===== src/rtl/assert_macros.svh =====
// Assertion macros shared by the span builder modules.
// No dependencies.
`ifndef ASSERT_MACROS_SVH
`define ASSERT_MACROS_SVH

// Implication checked on every clock edge outside reset.
`define ASSERT_IMPL(label, clk, rstn, ante, cons) \
    label: assert property (@(posedge clk) disable iff (!rstn) (ante) |-> (cons)) \
        else $error("assertion failed");

// Next-cycle implication checked outside reset.
`define ASSERT_NEXT(label, clk, rstn, ante, cons) \
    label: assert property (@(posedge clk) disable iff (!rstn) (ante) |=> (cons)) \
        else $error("assertion failed");

`endif


===== src/rtl/prsb_pkg.sv =====
// Types and constants for the polygon row span builder.
// No dependencies.
package prsb_pkg;
    localparam logic [1:0] KIND_VERTEX = 2'd0;
    localparam logic [1:0] KIND_CLOSE  = 2'd1;
    localparam logic [1:0] KIND_READ   = 2'd2;
    localparam int XW = 12;
    localparam int RW = 11;
    localparam int SW = 13;
    localparam int KW = 13; // step counter, up to 2047 plus one
    localparam logic signed [SW-1:0] UNSET = -13'sd1;

    // Controller to datapath commands.
    typedef struct packed {
        logic capture;      // latch accepted item
        logic first_set;    // remember first vertex
        logic edge_start;   // set up edge walk (from prev to target)
        logic use_first;    // target is the first vertex
        logic div_start;    // start division for current step
        logic rd_issue;     // issue memory read for current row
        logic wr_issue;     // write merged row
        logic step_adv;     // advance row and k
        logic prev_update;  // prev <= target
        logic clr_issue;    // clear one row
        logic rsp_load;     // load result register
    } prsb_cmd_t;

    // Datapath to controller status.
    typedef struct packed {
        logic div_done;
        logic last_step;
        logic horiz;
        logic clr_last;
    } prsb_sts_t;
endpackage


===== src/rtl/prsb_ctrl.sv =====
// Controller state machine for the span builder.
// Depends on prsb_pkg and assert_macros.svh.
`include "assert_macros.svh"
module prsb_ctrl (
    input  logic                 aclk,
    input  logic                 aresetn,
    input  logic                 s_valid,
    output logic                 s_ready,
    output logic                 m_valid,
    input  logic                 m_ready,
    output logic                 m_status,
    output logic                 m_is_closed,
    output logic                 rd_sel,
    input  logic [1:0]           kind_q,
    output prsb_pkg::prsb_cmd_t  cmd,
    input  prsb_pkg::prsb_sts_t  sts
);
    localparam logic [3:0] ST_CLEAR = 4'd0;
    localparam logic [3:0] ST_IDLE  = 4'd1;
    localparam logic [3:0] ST_DEC   = 4'd2;
    localparam logic [3:0] ST_DIV   = 4'd3;
    localparam logic [3:0] ST_WAIT  = 4'd4;
    localparam logic [3:0] ST_READ  = 4'd5;
    localparam logic [3:0] ST_WRITE = 4'd6;
    localparam logic [3:0] ST_RDOUT = 4'd7;
    localparam logic [3:0] ST_RESP  = 4'd8;
    localparam logic [3:0] ST_RDLAT = 4'd9;

    logic [3:0] state_reg, state_next;
    logic have_reg, have_next, closed_reg, closed_next;
    logic stat_reg, stat_next, close_op_reg, close_op_next;
    logic mv_reg, mv_next;

    always_comb begin
        state_next = state_reg;
        have_next = have_reg;
        closed_next = closed_reg;
        stat_next = stat_reg;
        close_op_next = close_op_reg;
        mv_next = mv_reg;
        cmd = '0;
        cmd.use_first = close_op_reg;
        rd_sel = 1'b0;
        if (mv_reg && m_ready) mv_next = 1'b0;
        unique case (state_reg)
            ST_CLEAR: begin
                cmd.clr_issue = 1'b1;
                if (sts.clr_last) state_next = ST_IDLE;
            end
            ST_IDLE: begin
                if (s_valid && !mv_reg) begin
                    cmd.capture = 1'b1;
                    state_next = ST_DEC;
                end
            end
            ST_DEC: begin
                stat_next = 1'b1;
                close_op_next = 1'b0;
                state_next = ST_RESP;
                case (kind_q)
                    prsb_pkg::KIND_VERTEX: if (!closed_reg) begin
                        stat_next = 1'b0;
                        if (have_reg) begin
                            cmd.edge_start = 1'b1;
                            state_next = ST_DIV;
                        end else begin
                            cmd.first_set = 1'b1;
                            cmd.prev_update = 1'b1;
                            have_next = 1'b1;
                        end
                    end
                    prsb_pkg::KIND_CLOSE: if (!closed_reg && have_reg) begin
                        stat_next = 1'b0;
                        close_op_next = 1'b1;
                        cmd.use_first = 1'b1;
                        cmd.edge_start = 1'b1;
                        closed_next = 1'b1;
                        state_next = ST_DIV;
                    end
                    prsb_pkg::KIND_READ: begin
                        stat_next = 1'b0;
                        state_next = ST_RDOUT;
                    end
                    default: ;
                endcase
            end
            ST_DIV: begin
                cmd.div_start = 1'b1;
                state_next = ST_WAIT;
            end
            ST_WAIT: begin
                if (sts.div_done) begin
                    cmd.rd_issue = 1'b1;
                    state_next = ST_READ;
                end
            end
            ST_READ: begin
                state_next = ST_WRITE;
            end
            ST_WRITE: begin
                cmd.wr_issue = 1'b1;
                if (sts.last_step) begin
                    cmd.prev_update = 1'b1;
                    state_next = ST_RESP;
                end else begin
                    cmd.step_adv = 1'b1;
                    state_next = ST_DIV;
                end
            end
            ST_RDOUT: begin
                rd_sel = 1'b1;
                cmd.rsp_load = 1'b1;
                state_next = ST_RDLAT;
            end
            ST_RDLAT: begin
                state_next = ST_RESP;
            end
            ST_RESP: begin
                mv_next = 1'b1;
                state_next = ST_IDLE;
            end
            default: state_next = ST_IDLE;
        endcase
    end

    always_ff @(posedge aclk) begin
        if (!aresetn) begin
            state_reg <= ST_CLEAR;
            have_reg <= 1'b0;
            closed_reg <= 1'b0;
            stat_reg <= 1'b0;
            close_op_reg <= 1'b0;
            mv_reg <= 1'b0;
        end else begin
            state_reg <= state_next;
            have_reg <= have_next;
            closed_reg <= closed_next;
            stat_reg <= stat_next;
            close_op_reg <= close_op_next;
            mv_reg <= mv_next;
        end
    end

    assign s_ready = (state_reg == ST_IDLE) && !mv_reg;
    assign m_valid = mv_reg;
    assign m_status = stat_reg;
    assign m_is_closed = closed_reg;

    `ASSERT_IMPL(a_no_accept_busy, aclk, aresetn, mv_reg, !s_ready)
    `ASSERT_NEXT(a_close_sticks, aclk, aresetn, closed_reg, closed_reg)
    `ASSERT_IMPL(a_clear_quiet, aclk, aresetn, state_reg == ST_CLEAR, !mv_reg && !s_ready)
endmodule


===== config.mk =====
export PLATFORM = sky130hd
export DESIGN_NAME = prsb_ctrl
export DESIGN_NICKNAME = d
export VERILOG_FILES = /design/src/rtl/prsb_pkg.sv /design/src/rtl/prsb_ctrl.sv
export VERILOG_INCLUDE_DIRS = /design/src /design/src/rtl
export SDC_FILE = /design/constraint.sdc
export NUM_CORES = 1
export LEC_CHECK = 0
export ABC_AREA = 0
export BUFFER_PORTS_ARGS = -buffer_cell sky130_fd_sc_hd__buf_2
export CAP_MARGIN = 20
export CORE_AREA = 4 4 41 43
export DETAILED_ROUTE_END_ITERATION = 12
export DIE_AREA = 0 0 45 47
export PLACE_DENSITY_LB_ADDON = 0.3
export SYNTH_ARGS = -nofsm -noshare
export SYNTH_HDL_FRONTEND = slang
export SYNTH_SLANG_ARGS = --single-unit

===== constraint.sdc =====
create_clock -name aclk -period 3.2 [get_ports aclk]
set_input_delay 0.96 -clock aclk [delete_from_list [all_inputs] [get_ports aclk]]
set_output_delay 0.96 -clock aclk [all_outputs]
set_load 0.005 [all_outputs]

==> results of run 1 <==
layout make-up:
class                   count  area, µm²  share of cell area (%)
repair buffers             25      127.6                   16.59
well taps                  15      18.77                   2.439
clock inverters             1      5.005                  0.6504
multi-input cells          60      400.4                   52.03
inverters                   4      15.01                   1.951
clock buffers               3      22.52                   2.927
flip-flops and latches      9      180.2                   23.41
stage by stage:
| step | util, % | hold WS [ns] | instance area (µm²) | power [W] |
|---|---|---|---|---|
| after floorplan | - | 0.4300 | 618.1 | 0.0001429 |
| after global placement | 57.02 | 0.4399 | 742.0 | 0.0001609 |
| after detailed placement | 57.02 | 0.4479 | 742.0 | 0.0001619 |
| after CTS | 59.13 | 0.4585 | 769.5 | 0.0002565 |
| after global routing | 59.13 | 0.5132 | 769.5 | 0.0002680 |
| final | 59.13 | 0.4568 | 769.5 | 0.0002512 |
layer usage:
metal	global-route usage (%)	part of all wire, %	vias to the layer above
li1	-	-	332
met1	19.54	47	274
met2	24.86	45	17
met3	4.981	6.6	4
met4	12.28	2.1	0
met5	0	0	-
cells by family (layout without fill, tap and decap cells):
| family | after synthesis | after routing | share of synthesized area [%] |
|---|---|---|---|
| and+or+nand+nor | 36 | 36 | 37.45 |
| AOI/OAI and AO/OA | 23 | 23 | 25.50 |
| DFF | 9 | 9 | 29.15 |
| buffers and inverters | 9 | 33 | 6.072 |
| muxes | 1 | 1 | 1.822 |
power by group through the flow:
stage / registers, W / logic, W / clock network (W)
global route: 0.000118 / 0.0000472 / 0.000103
floorplan: 0.000119 / 0.0000235 / 0
finish: 0.000117 / 0.0000419 / 0.0000920
global placement: 0.000120 / 0.0000410 / 0
CTS: 0.000117 / 0.0000421 / 0.0000972
detailed placement: 0.000120 / 0.0000420 / 0
critical path: cells and delay by family (launching register included):
kind / cells / cell delay [ns]
buffers and inverters: 1 / 0.10
and+or+nand+nor: 3 / 0.93
AOI/OAI and AO/OA: 1 / 0.08
DFF: 1 / 0.57
Yosys cell counts (all sizes together), types with 2 or more instances:
cell type,instances,area (µm²)
a211oi,2,15.01
a21boi,2,18.77
a21o,2,15.01
a21oi,5,25.02
and2,3,18.77
clkbuf,4,15.01
dfxtp,9,180.2
inv,4,15.01
nand2,7,26.28
nand2b,7,43.79
nor2,5,18.77
nor3,2,15.01
nor4,5,46.29
o21a,2,15.01
o21ai,3,15.01
o22ai,2,12.51
o31ai,2,15.01
worst max path at each step:
stage	slack (ns)	start	endpoint	cells past startpoint
floorplan	0.77	kind_q[1]	cmd[2]	3
global placement	0.52	kind_q[1]	cmd[2]	5
detailed placement	0.51	kind_q[1]	cmd[2]	5
CTS	0.28	state_reg[1]$_SDFFE_PN0P_	cmd[2]	5
global route	0.18	state_reg[1]$_SDFFE_PN0P_	cmd[2]	5
finish	0.29	state_reg[1]$_SDFFE_PN0P_	cmd[2]	5
==> metrics.txt, run 1 <==
antenna-violating nets left 0; fraction of registers with async set/reset 0%; buffers added on ports 24; CP endpoint kind output pin; Clk pwr share a little over a third; clk_lat worst skew approximately 0.27 ns; max reg flops 4; #FFs+latches synth 9; Ports 26; Synth Cell Area 618.1 µm²; max cap viols 0; RSZ-0062 raised after global routing no; final period utilization 90.87%; DRT Pass-1 Iters 4; area grow syn2layout 24.49%; Worst Hold Endpoint close_op_reg$_SDFFE_PN0P_; P_leak about 0.34 nW; DP Wirelength 1.159 mm; Min-Delay Path Depth 2; # rows 13; pre-CTS setup slack 0.5098 ns; CTS Buffer Depth 2; total wire length 1.494 mm; worst r2r dst m_is_closed$_SDFFE_PN0P_; Logic pwr share 16.7%; PnR worst setup slack 0.2923 ns; CTS Sinks 9; vias per inst approximately 5.4; CP max FO 15; # DRC 0; Worst setup SP type flop; Post-Syn Instances 78; die extent in x 45 µm; total die area 2115 µm²; DR vias approximately 630; WP data arrival 1.95 ns; Setup TNS 0 ns; min cycle time layout 2.908 ns; Post-synth EDFFs 0; die outline height 47 µm; wire per inst between 10 and 15 µm; part of the Yosys area used for sequential elements ~29%; worst slew pin tran 0.4604 ns; Clock transition at path regs 0.06 ns; f_max 343.9 MHz; Sw Share 28.73%; Core Area 1301 µm²; Initial Utilization 47.50%; setup bufs post-CTS 0; Slew HR approximately 69%; ratio of cells with drive above 1 in the final layout 34.31%; Yosys cell types 32; Crit Path Class flop to output pin; first-pass GRT wire length 2.435 mm; yosys warns 0; global route overflow 0; internal reg-to-reg setup slack 1.54 ns; sequential share of power 46.7%; PwrDens 326.4 nW/µm²; initial antenna violation count 0; Top FF cell, synth dfxtp_1; Avg Inst Size Synth between 7 and 8 µm²; pin count of the biggest net entering global routing 17; status completed; crit path max-delay cell type or4b_4; vias in the first global route 566; Setup-failing EPs final 0; Worst EP required roughly 2.2 ns; Hold Crit Class flop to flop; clk root buf clkbuf_4; crit path cell chain or4b_4 > nor4_4 > and2b_1 > a21o_1 > buf_2; reg2reg path depth 4; CTS Hold Bufs 0; CTS tree yes; number of H-tree levels 1; Num CTS Buffers 3; most common cell after layout, fill and taps aside buf_2; Antenna Cells 0; post-route insts no fill roughly 120; Largest stage delay, worst path 0.58 ns; Setup Skew 0.004627 ns; NetSw 0.00007217 W; gpl congestion just over 0.8; Nets roughly 110; Total GRT Usage 16.42%; post-CTS sizing 0; worst hold path startpoint close_op_reg$_SDFFE_PN0P_; fillers 130; Peak VDD IR 0.0002206 V; most frequent cells in the layout buf_2 (24), dfxtp_1 (9), nand2_1 (7), nand2b_1 (7); Hold Fails Final Rpt 0; reg-to-reg startpoint state_reg[1]$_SDFFE_PN0P_; Power Internal 0.0001790 W; dpl cells between 100 and 150; Starting DRT DRC Count 11; Final Max Slew Viols 0; Post-Syn Nets 88
No activity file was read; power rests on OpenSTA's default activity.
==> run 2, diff against run 1 <==
GPL_TIMING_DRIVEN = 0   (was unset)
SETUP_SLACK_MARGIN = 0.3   (was unset)
==> run 2 against run 1 <==
Combinational power fell by 3%. Non-clock buffer count rose by 4. Sequential power barely moved. Clock skew rose by 0.0011 ns. Via count rose by 5.1%. Register-to-register slack improved by 0.16 ns. Final area rose by 1.8%. Critical path type unchanged. Largest cell class unchanged. Highest routed layer unchanged.
==> metrics.txt, run 2 (synthesized netlist as in run 1, its figures left out) <==
Hold Crit Class flop to flop; first-pass GRT wire length 2.242 mm (-7.9%); fillers 123 (-5.4%); WP data arrival 1.76 ns (-0.19 ns); Worst setup SP type flop; Setup-failing EPs final 0 (unchanged); PnR worst setup slack 0.4773 ns (+0.1850 ns); vias in the first global route 503 (-11%); DRT Pass-1 Iters 4 (unchanged); Nets 117 (+3.5%); Slew HR 73.12% (+3.9 points); global route overflow 0 (unchanged); CP delay by family, top simple AND/OR/NAND/NOR gates; # rows 13 (unchanged); wire per inst 11.89 µm (-6.9%); CTS Sinks 9 (unchanged); RSZ-0062 raised after global routing no; crit path max-delay cell type or4b_4; clk root buf clkbuf_4; Min-Delay Path Depth 2 (unchanged); crit path cell chain or4b_4 > nor4_4 > and2b_1 > a21o_1 > buf_2; Num CTS Buffers 3 (unchanged); Initial Utilization 47.50% (unchanged); Clock transition at path regs 0.06 ns (about the same); Total GRT Usage 14.99% (-1.4 points); min cycle time layout 2.723 ns (-0.1850 ns); antenna-violating nets left 0 (unchanged); Final Max Slew Viols 0 (unchanged); gpl congestion 0.8103 (-0.78%); number of H-tree levels 1 (unchanged); Setup Skew 0.005686 ns (+0.001059 ns); CTS Buffer Depth 2 (unchanged); # DRC 0 (unchanged); CP max FO 7 (-8); DR vias 659 (+5.1%); f_max 367.3 MHz (+6.8%); most frequent cells in the layout buf_2 (24), dfxtp_1 (9), nand2_1 (7), nand2b_1 (7); P_leak 0.3414 nW (+0.69%); max reg flops 4 (unchanged); die outline height 47 µm (unchanged); total die area 2115 µm² (unchanged); CTS Hold Bufs 0 (unchanged); Hold Fails Final Rpt 0 (unchanged); Setup TNS 0 ns (unchanged); reg2reg path depth 5 (+1); Peak VDD IR 0.0001846 V (-16%); Antenna Cells 0 (unchanged); Buf/Inv on CP 1 (unchanged); Worst EP required 2.24 ns (about the same); most common cell after layout, fill and taps aside buf_2; setup bufs post-CTS 0 (unchanged); post-CTS sizing 0 (unchanged); WP depth 5 (unchanged); Largest stage delay, worst path 0.61 ns (+0.03 ns); initial antenna violation count 0 (unchanged); final core utilization 60.19% (+1.1 points); status completed; clk_lat worst skew 0.27 ns (about the same); Core Area 1301 µm² (unchanged); DP Wirelength 1.092 mm (-5.8%); Crit Path Class flop to output pin; buffers added on ports 24 (unchanged); die extent in x 45 µm (unchanged); PwrDens 319.3 nW/µm² (-2.2%); Ports 26 (unchanged); area grow syn2layout 26.72%; total wire length 1.439 mm (-3.7%); final period utilization 85.08% (-5.8 points); worst slew pin tran 0.4032 ns (-0.05714 ns); pin count of the biggest net entering global routing 11 (-6); Starting DRT DRC Count 12 (+1); ratio of cells with drive above 1 in the final layout 32.08% (-2.2 points); CTS tree yes; pre-CTS setup slack 0.5159 ns (+0.006041 ns); vias per inst 5.446 (+1.6%); CP endpoint kind output pin; max cap viols 0 (unchanged)
run 2: routing by layer:
metal | GRT usage (%) | wire length, µm
met3 | 3.448 | 116
met4 | 10.53 | 32
met1 | 21.38 | 705
met5 | 0 | 0
met2 | 19.49 | 585
run 2: worst paths after layout:
check                       startpoint                        end  slack [ns]
max reg2reg  state_reg[2]$_SDFFE_PN0P_  state_reg[1]$_SDFFE_PN0P_        1.70
min          close_op_reg$_SDFFE_PN0P_  close_op_reg$_SDFFE_PN0P_        0.45
max          state_reg[2]$_SDFFE_PN0P_                     cmd[2]        0.48
min reg2reg  close_op_reg$_SDFFE_PN0P_  close_op_reg$_SDFFE_PN0P_        0.45
run 2: metrics by stage:
step,hold WS (ns),power (W),cells,area (µm²)
2_1_floorplan,0.4300,0.0001429,78,618.1
3_3_place_gp,0.4398,0.0001602,117,757.0
3_5_place_dp,0.4420,0.0001603,117,757.0
4_1_cts,0.4524,0.0002522,121,783.3
5_1_grt,0.4763,0.0002602,121,783.3
6_report,0.4527,0.0002501,121,783.3
run 2: area by class of cell:
cell class	instances	area [µm²]	area share (%)
repair buffers	24	120.1	15.34
flip-flops and latches	9	180.2	23.00
clock buffers	4	26.28	3.355
plain buffers	5	22.52	2.875
inverters	4	15.01	1.917
multi-input cells	60	400.4	51.12
well taps	15	18.77	2.396
run 2: worst reg2reg max path, delay by kind of cell (launching register included):
kind | cells | cell delay, ns
DFF | 1 | 0.45
buffers and inverters | 1 | 0.34
AOI/OAI and AO/OA | 4 | 0.63
run 2: power breakdown:
group | switching [W] | internal (W)
Combinational | 0.0000233 | 0.0000174
Clock | 0.0000431 | 0.0000482
Sequential | 0.00000373 | 0.000114
Total | 0.0000701 | 0.000180
